### config.mk
export PLATFORM = sky130hd
export DESIGN_NAME = ffsa_div
export DESIGN_NICKNAME = d
export VERILOG_FILES = /design/src/ffsa_div.sv
export SDC_FILE = /design/constraint.sdc
export NUM_CORES = 1
export LEC_CHECK = 0
export ABC_CLOCK_PERIOD_IN_PS = 3250
export BUFFER_PORTS_ARGS = -buffer_cell sky130_fd_sc_hd__buf_2
export CAP_MARGIN = 20
export CELL_PAD_IN_SITES_DETAIL_PLACEMENT = 1
export CELL_PAD_IN_SITES_GLOBAL_PLACEMENT = 2
export CORE_ASPECT_RATIO = 1.4
export CORE_UTILIZATION = 37
export CTS_BUF_LIST = sky130_fd_sc_hd__clkbuf_4
export CTS_CLUSTER_DIAMETER = 80
export CTS_CLUSTER_SIZE = 40
export DETAILED_ROUTE_END_ITERATION = 6
export PLACE_DENSITY = 0.88
export SLEW_MARGIN = 20
export SYNTH_ARGS = -nofsm -noshare
export SYNTH_HDL_FRONTEND = slang
export SYNTH_SLANG_ARGS = --single-unit
export TNS_END_PERCENT = 10
### constraint.sdc
create_clock -name clk -period 3.25 [get_ports clk]
set_input_delay 0.325 -clock clk [delete_from_list [all_inputs] [get_ports clk]]
set_output_delay 0.325 -clock clk [all_outputs]
set_load 0.1 [all_outputs]
### src/ffsa_div.sv
`timescale 1ns / 1ps
`default_nettype none
module ffsa_div #(
	parameter int NW = 48,
	parameter int DW = 32
) (
	input  wire logic          clk,
	input  wire logic          arst_n,
	input  wire logic          start,
	input  wire logic [NW-1:0] dividend,
	input  wire logic [DW-1:0] divisor,
	output logic               busy,
	output logic [NW-1:0]      quotient
);

	localparam int CW = $clog2(NW + 1);

	logic [DW-1:0] rem_q;
	logic [DW-1:0] dvs_q;
	logic [NW-1:0] quo_q;
	logic [CW-1:0] cnt_q;
	logic          busy_q;
	logic [DW:0]   shifted;
	logic [DW+1:0] trial;

	assign shifted = {rem_q, quo_q[NW-1]};
	assign trial   = {1'b0, shifted} - {2'b00, dvs_q};

	always_ff @(posedge clk or negedge arst_n) begin
		if (!arst_n) begin
			busy_q <= 1'b0;
			cnt_q  <= '0;
		end else if (start) begin
			busy_q <= 1'b1;
			cnt_q  <= CW'(NW);
		end else if (busy_q) begin
			cnt_q <= cnt_q - CW'(1);
			if (cnt_q == CW'(1)) begin
				busy_q <= 1'b0;
			end
		end
	end

	always_ff @(posedge clk) begin
		if (start) begin
			rem_q <= '0;
			quo_q <= dividend;
			dvs_q <= divisor;
		end else if (busy_q) begin
			if (!trial[DW+1]) begin
				rem_q <= trial[DW-1:0];
				quo_q <= {quo_q[NW-2:0], 1'b1};
			end else begin
				rem_q <= shifted[DW-1:0];
				quo_q <= {quo_q[NW-2:0], 1'b0};
			end
		end
	end

	assign busy     = busy_q;
	assign quotient = quo_q;

endmodule
`default_nettype wire

==> results of run 1 <==
what timing repair did:
| item | CTS | global route |
|---|---|---|
| gates resized for setup | 0 | 4 |
| hold endpoints to repair | 40 | 0 |
| setup endpoints to repair | 0 | 10 |
| hold buffers | 34 | 0 |
synth_stat cells, drive strengths merged, types with 4 or more instances:
master / number
a21o: 9
nand3: 8
mux2: 47
edfxtp: 80
dfxtp: 32
buf: 7
a311oi: 4
a31oi: 8
nor3: 9
nor2b: 5
mux2i: 20
clkbuf: 18
xnor2: 19
o21ai: 20
or3: 4
nand2: 32
xor2: 12
nor2: 49
ha: 34
o21a: 4
o31ai: 4
dfrtp: 7
a21oi: 33
inv: 40
a211oi: 19
o211ai: 5
and2: 4
nand2b: 9
power by group through the flow:
stage,clock [W],combinational [W],sequential (W)
finish,0.00130,0.00178,0.00193
global route,0.00140,0.00192,0.00196
CTS,0.00135,0.00178,0.00193
detailed placement,0,0.00174,0.00196
global placement,0,0.00170,0.00195
floorplan,0,0.000889,0.00243
layer usage:
metal  routed length, um  share of wire  track usage
met4                 305          0.018       0.0685
met2                8890           0.53        0.359
met3                1020          0.060       0.0579
met5                   0              0            0
met1                6590           0.39        0.212
flip-flops by register name, indices dropped and copies added, names as in the netlist:
signal,cells
busy,1
dvs_q,32
quotient,48
cnt_q,6
rem_q,32
worst max-delay path by stage:
stage                                start                     end  slack [ns]
detailed placement     dvs_q[23]$_DFFE_PP_  rem_q[14]$_SDFFE_PP0P_        0.24
CTS                     dvs_q[4]$_DFFE_PP_  rem_q[14]$_SDFFE_PP0P_        0.22
finish              quotient[47]$_DFFE_PP_  rem_q[24]$_SDFFE_PP0P_        0.27
floorplan           quotient[47]$_DFFE_PP_  rem_q[27]$_SDFFE_PP0P_        0.12
global route            dvs_q[4]$_DFFE_PP_  rem_q[18]$_SDFFE_PP0P_       0.006
global placement        dvs_q[4]$_DFFE_PP_  rem_q[14]$_SDFFE_PP0P_        0.28
cell families (layout without fill, tap and decap cells):
kind of cell	Yosys count	in the layout	synth area share
AOI/OAI and AO/OA	138	138	0.147
xor gates and xnor gates	31	31	0.0417
DFF	119	119	0.494
buffers and inverters	65	248	0.0407
muxes	67	67	0.112
adders and majority gates	35	35	0.0683
and+or+nand+nor	133	133	0.0967
layout make-up:
type                       instances  area (sq um)
timing repair buffer             176          1090
inverter                          40           150
sequential                       119          3220
fill                            1901          9180
clock buffer                      17           128
tap                              236           295
multi-input combinational        404          3050
clock inverter                    15           216
per-stage QoR:
step,cells,instance area (sq um),hold slack (ns)
2_1_floorplan,588,6520,0.0294
3_3_place_gp,941,7450,0.170
3_5_place_dp,941,7450,0.176
4_1_cts,1007,8140,0.00312
5_1_grt,1007,8150,0.00216
6_report,1007,8150,0.0535
placed cells by master (no fill, tap or decap), types with 3 or more instances in the layout:
cell,instances
buf_2,130
edfxtp_1,80
nor2_1,49
mux2_2,47
inv_1,39
ha_1,34
dlygate4sd3_1,34
a21oi_1,33
dfxtp_1,32
nand2_1,31
o21ai_0,20
mux2i_1,20
a211oi_1,19
xnor2_1,19
clkbuf_4,17
xor2_1,12
buf_4,11
nand2b_1,9
a21o_1,9
nor3_1,9
nand3_1,8
a31oi_1,8
dfrtp_1,7
o211ai_1,5
nor2b_1,5
inv_6,5
o21a_1,4
or3_1,4
o31ai_1,4
bufinv_16,4
and2_1,3
nand4_1,3
o21bai_1,3
a311oi_1,3
a32oi_1,3
clkinv_4,3
==> results by group, run 1 <==
Status
  • Status: finished, final reports clean

Pwr
  • Static Leak: 3.58 nW
  • Sw Ratio: 0.395
  • NetSw: 0.00198 W
  • Logic pwr share: 0.355
  • Sequential share of power: 0.385
  • IR drop worst, VDD: 0.000344 V
  • Pint: 0.00303 W
  • PD cells: around 620 nW/um^2
  • Final Total Pwr: between 0.005 and 0.006 W
  • Clock power frac: 0.260

Timing
  • Slew Limit Headroom: 0.582
  • Achievable Freq: 0.335 GHz
  • Final max-slew violation count: 0
  • RSZ-0062 raised after global routing: no
  • Final setup skew: 0.0145 ns
  • Final Cycle Share: 0.917
  • Worst Tran Pin Value: 0.628 ns
  • PnR worst setup slack: 0.268 ns
  • Final hold vios: 0
  • Setup_tns: 0 ns
  • Final setup fails: 0
  • Final critical-path required period: between 2 and 3 ns

Clocking
  • CTS sink cnt: around 120
  • Clock root buffer: clkbuf_4
  • CTS Buf Count: 17
  • Clock tree buffer depth: 2
  • CTS clk-pin slew, worst paths: between 0.1 and 0.15 ns
  • Postcts setup bufs: 0
  • Clk_lat worst skew: 0.57 ns
  • CTS tree: built
  • Htree depth: 4

Critical path
  • Worst EP arrival: 3.46 ns
  • Setup slack, reg-to-reg: 0.27 ns
  • Setup crit start kind: flop
  • CP max-delay cell: edfxtp_1
  • Largest stage delay, worst path: 0.44 ns
  • Critical Path RT: 3.72 ns
  • Critical path class: reg2reg
  • Reg2Reg Depth: 12
  • Buf/Inv on CP: 2
  • Worst path top cell family by delay: compound AO/OA/AOI/OAI gates
  • Number of cells on the critical path: 12
  • Crit. End Element: flop
  • Maximum fanout along the worst path: 4
  • Reg-to-Reg Start: quotient[47]$_DFFE_PP_
  • FF-to-FF End: rem_q[24]$_SDFFE_PP0P_
  • Critical-path cell list: inv_1, ha_1, inv_1, fa_1, a21oi_1, o21bai_1, a21oi_1, o211ai_1, a311oi_1, xnor2_1, mux2i_1, a211oi_1

Placed design
  • Setup WS pre-CTS: approximately 0.24 ns
  • GPL Wtd Cong: approximately 0.84
  • Final HPWL DP: between 10000 and 15000 um
  • Buffers on Ports: 131

Worst hold path
  • Hold WC Path Type: in2reg
  • WHS Endpoint: quotient[4]$_DFFE_PP_
  • HP Start: dividend[4]
  • Hold path depth: 2

Final layout
  • Fin util: 0.470
  • Fraction of layout cells with a size suffix above 1: 0.298
  • Antenna cells: 0
  • Area added between synthesis and finish: 25.0%
  • Nets: slightly below 900

Drt
  • Routed WL per cell: 16.7 um
  • Vias post-DR: 5206
  • DRT Pass-1 Iters: 5
  • Residual DRC: 0
  • Via density per instance: 5.17
  • Final WL: 16800 um
  • DRT iter0 DRCs: 110
  • ANT nets after route: 0

Synthesis
  • Part of the Yosys area used for sequential elements: 0.494
  • Synthesized area per cell: 11.1 sq um
  • EDFF count, synth: 80
  • Leading area contributor after synthesis: edfxtp_1
  • Top post-synthesis cells by area: edfxtp_1 37%, dfxtp_1 9.8%, mux2_2 8.1%
  • Post-synthesis cell area: roughly 6500 sq um
  • Asr flop ratio synth: 0.0588
  • Synthesis Warnings: 0
  • Syn Nets: 706
  • Synth cell types: 62
  • Flops & latches, synth: 119
  • Post-synth top flop: edfxtp_1
  • Proportion of netlist area held by the largest area contributor: 0.369
  • Mapped Cells: 588

Floorplan
  • Width of the die: 114 um
  • Die Y-Extent: 159 um
  • Area of the die: 18200 sq um
  • Core area: 17300 sq um
  • Initial core utilization: 0.376
  • Site row count: 57
  • IO Pins: 132

Global routing
  • Pin count of the biggest net entering global routing: between 50 and 60
  • Initial antenna violation count: 0
  • First-pass GRT wire length: ~28000 um
  • Number of global-route vias before repair: 5714
  • Total GRT Usage: 0.197
  • Grt total ovfl: 0

Job
  • Max Cap Violations: 0
Note: power is estimated with default switching activity, not from simulation.
==> run 2, diff against run 1 <==
--- a/config.mk
+++ b/config.mk
@@ -6,7 +6,7 @@
 export NUM_CORES = 1
 export LEC_CHECK = 0
 export ABC_CLOCK_PERIOD_IN_PS = 3250
-export BUFFER_PORTS_ARGS = -buffer_cell sky130_fd_sc_hd__buf_2
+export BUFFER_PORTS_ARGS = -buffer_cell sky130_fd_sc_hd__buf_4
 export CAP_MARGIN = 20
 export CELL_PAD_IN_SITES_DETAIL_PLACEMENT = 1
 export CELL_PAD_IN_SITES_GLOBAL_PLACEMENT = 2
==> run 2 against run 1 <==
Clock skew rose by 0.0036 ns. Largest cell class unchanged. First-iteration DRC count increased by 78%. Die area is the same.
==> results by group, run 2 (synthesis gave the netlist of run 1 again) <==
Status
  • Status: finished, final reports clean (unchanged)

Critical path
  • Largest stage delay, worst path: 0.44 ns (about the same)
  • Critical-path cell list: inv_1, ha_1, inv_1, fa_1, a21oi_1, o21bai_1, a21oi_1, o211ai_1, a311oi_1, xnor2_1, mux2i_1, a211oi_1 (unchanged)
  • CP max-delay cell: edfxtp_1 (unchanged)
  • Reg-to-Reg Start: quotient[47]$_DFFE_PP_ (unchanged)
  • Critical Path RT: 3.72 ns (about the same)
  • Worst EP arrival: 3.51 ns (was 3.46 ns)
  • Critical path class: reg2reg (unchanged)
  • Setup crit start kind: flop (unchanged)
  • Crit. End Element: flop (unchanged)
  • CP Launch Point: quotient[47]$_DFFE_PP_ (unchanged)
  • Maximum fanout along the worst path: 4 (unchanged)

Global routing
  • Total GRT Usage: 0.198 (was 0.197)
  • Initial antenna violation count: 1 (was 0)
  • Number of global-route vias before repair: 5830 (was 5714)
  • Grt total ovfl: 0 (unchanged)
  • Pin count of the biggest net entering global routing: 109 (was 54)
  • First-pass GRT wire length: 28200 um (was 27900 um)

Drt
  • ANT nets after route: 0 (unchanged)
  • Vias post-DR: 5164 (was 5206)
  • Final WL: 17000 um (was 16800 um)
  • Via density per instance: 5.14 (was 5.17)
  • Routed WL per cell: 16.9 um (was 16.7 um)
  • DRT iter0 DRCs: 196 (was 110)
  • Residual DRC: 0 (unchanged)
  • DRT Pass-1 Iters: 4 (was 5)

Clocking
  • CTS tree: built (unchanged)
  • CTS clk-pin slew, worst paths: 0.14 ns (was 0.13 ns)
  • Clock tree buffer depth: 2 (unchanged)
  • Clk_lat worst skew: 0.56 ns (was 0.57 ns)
  • CTS Buf Count: 17 (unchanged)
  • Clock root buffer: clkbuf_4 (unchanged)
  • CTS sink cnt: 119 (unchanged)
  • Postcts setup bufs: 0 (unchanged)
  • Htree depth: 4 (unchanged)

Floorplan
  • Site row count: 57 (unchanged)
  • IO Pins: 132 (unchanged)
  • Initial core utilization: 0.376 (unchanged)
  • Area of the die: 18200 sq um (unchanged)
  • Die Y-Extent: 159 um (unchanged)
  • Width of the die: 114 um (unchanged)
  • Core area: 17300 sq um (unchanged)

Timing
  • Final hold vios: 0 (unchanged)
  • Achievable Freq: 0.330 GHz (was 0.335 GHz)
  • Final critical-path required period: 3.03 ns (was 2.98 ns)
  • Final setup skew: 0.0181 ns (was 0.0145 ns)
  • RSZ-0062 raised after global routing: no (unchanged)
  • Setup_tns: 0 ns (unchanged)
  • Slew Limit Headroom: 0.529 (was 0.582)
  • Final setup fails: 0 (unchanged)
  • Final Cycle Share: 0.934 (was 0.917)
  • Final max-slew violation count: 0 (unchanged)
  • Worst Tran Pin Value: 0.706 ns (was 0.628 ns)

Pwr
  • Sw Ratio: 0.390 (was 0.395)
  • NetSw: 0.00198 W (about the same)
  • Static Leak: 3.68 nW (was 3.58 nW)
  • PD cells: 601 nW/um^2 (was 615 nW/um^2)
  • Final Total Pwr: 0.00508 W (was 0.00501 W)
  • Sequential share of power: 0.381 (was 0.385)
  • Pint: 0.00310 W (was 0.00303 W)
  • IR drop worst, VDD: 0.000368 V (was 0.000344 V)
  • Clock power frac: 0.256 (was 0.260)
  • Logic pwr share: 0.363 (was 0.355)

Placed design
  • GPL Wtd Cong: 0.850 (was 0.835)
  • Final HPWL DP: 12000 um (was 12200 um)
  • Buffers on Ports: 131 (unchanged)

Final layout
  • Area added between synthesis and finish: 29.7% (was 25.0%)
  • Fill cell count: 1917 (was 1901)
  • Nets: 873 (was 876)
  • Commonest non-fill, non-tap cell in the layout: buf_4 (was buf_2)
  • Fraction of layout cells with a size suffix above 1: 0.298 (about the same)
  • Commonest non-fill, non-tap cells in the layout: 139 x buf_4, 80 x edfxtp_1, 49 x nor2_1 (was 130 x buf_2, 80 x edfxtp_1, 49 x nor2_1)
  • Max FFs per register: 48 (unchanged)

Worst hold path
  • Hold WC Path Type: in2reg (unchanged)
  • HP Start: dividend[19] (was dividend[4])

Job
  • Max Cap Violations: 0 (unchanged)
-- run 2: changes by cell type in the layout (fill, tap and decap cells not counted), moves of 2 or more --
cell | before | now
o311ai_1 | 2 | 0
o311ai_0 | 1 | 3
buf_2 | 130 | 0
buf_4 | 11 | 139
-- run 2: final timing paths --
| path | to | depth (start not counted) | slack [ns] |
|---|---|---|---|
| worst min register to register | rem_q[7]$_SDFFE_PP0P_ | 2 | 0.50 |
| min in group asynchronous | cnt_q[3]$_DFFE_PN0P_ | 2 | 0.10 |
| worst max register to register | rem_q[24]$_SDFFE_PP0P_ | 12 | 0.22 |
| worst min-delay path | quotient[19]$_DFFE_PP_ | 2 | 0.05 |
| worst max-delay path | rem_q[24]$_SDFFE_PP0P_ | 12 | 0.22 |
| max in group asynchronous | cnt_q[5]$_DFFE_PN0P_ | 2 | 3.02 |
-- run 2: per-stage QoR --
step                cell area, sq um  setup WS [ns]  hold WS (ns)   util  std cells
finish                          8450          0.216        0.0532  0.488       1005
global placement                7760          0.273         0.144  0.448        939
floorplan                       6520          0.123        0.0294      -        588
global route                    8450         0.0126       0.00842  0.488       1005
detailed placement              7760          0.188         0.146  0.448        939
CTS                             8440          0.173       0.00159  0.487       1004
-- run 2: cell type report --
cell class / count / area, sq um / share of cell area
diodes: 1 / 2.50 / 0.000296
clock inverters: 15 / 215 / 0.0255
multi-input cells: 404 / 3050 / 0.361
well taps: 236 / 295 / 0.0349
inverters: 40 / 150 / 0.0178
repair buffers: 173 / 1390 / 0.165
flip-flops and latches: 119 / 3220 / 0.381
clock buffers: 17 / 128 / 0.0151
-- run 2: layer usage --
layer  up-vias  GRT usage  part of all wire
met3        24     0.0582             0.054
met5         -          0                 0
met4         0     0.0632             0.015
met2       130      0.366              0.53
li1       2516          -                 -
met1      2494      0.212              0.40
-- run 2: critical path, delay by kind of cell (launching register included) --
family | cells | cell delay [ns]
DFF | 1 | 0.44
muxes | 1 | 0.09
adders and majority gates | 2 | 0.58
xor gates and xnor gates | 1 | 0.16
AOI/OAI and AO/OA | 6 | 1.55
buffers and inverters | 2 | 0.15
-- run 2: timing repair --
item / in CTS / in global routing
resized for setup: 0 / 3
endpoints found under the hold margin: 39 / 0
hold buffers: 33 / 0
endpoints found under the setup margin: 0 / 5
-- run 2: power by group through the flow --
stage	clock [W]	sequential, W	combinational, W
floorplan	0	0.00243	0.000889
global placement	0	0.00196	0.00177
detailed placement	0	0.00197	0.00181
CTS	0.00135	0.00194	0.00185
global route	0.00140	0.00196	0.00199
finish	0.00130	0.00194	0.00185
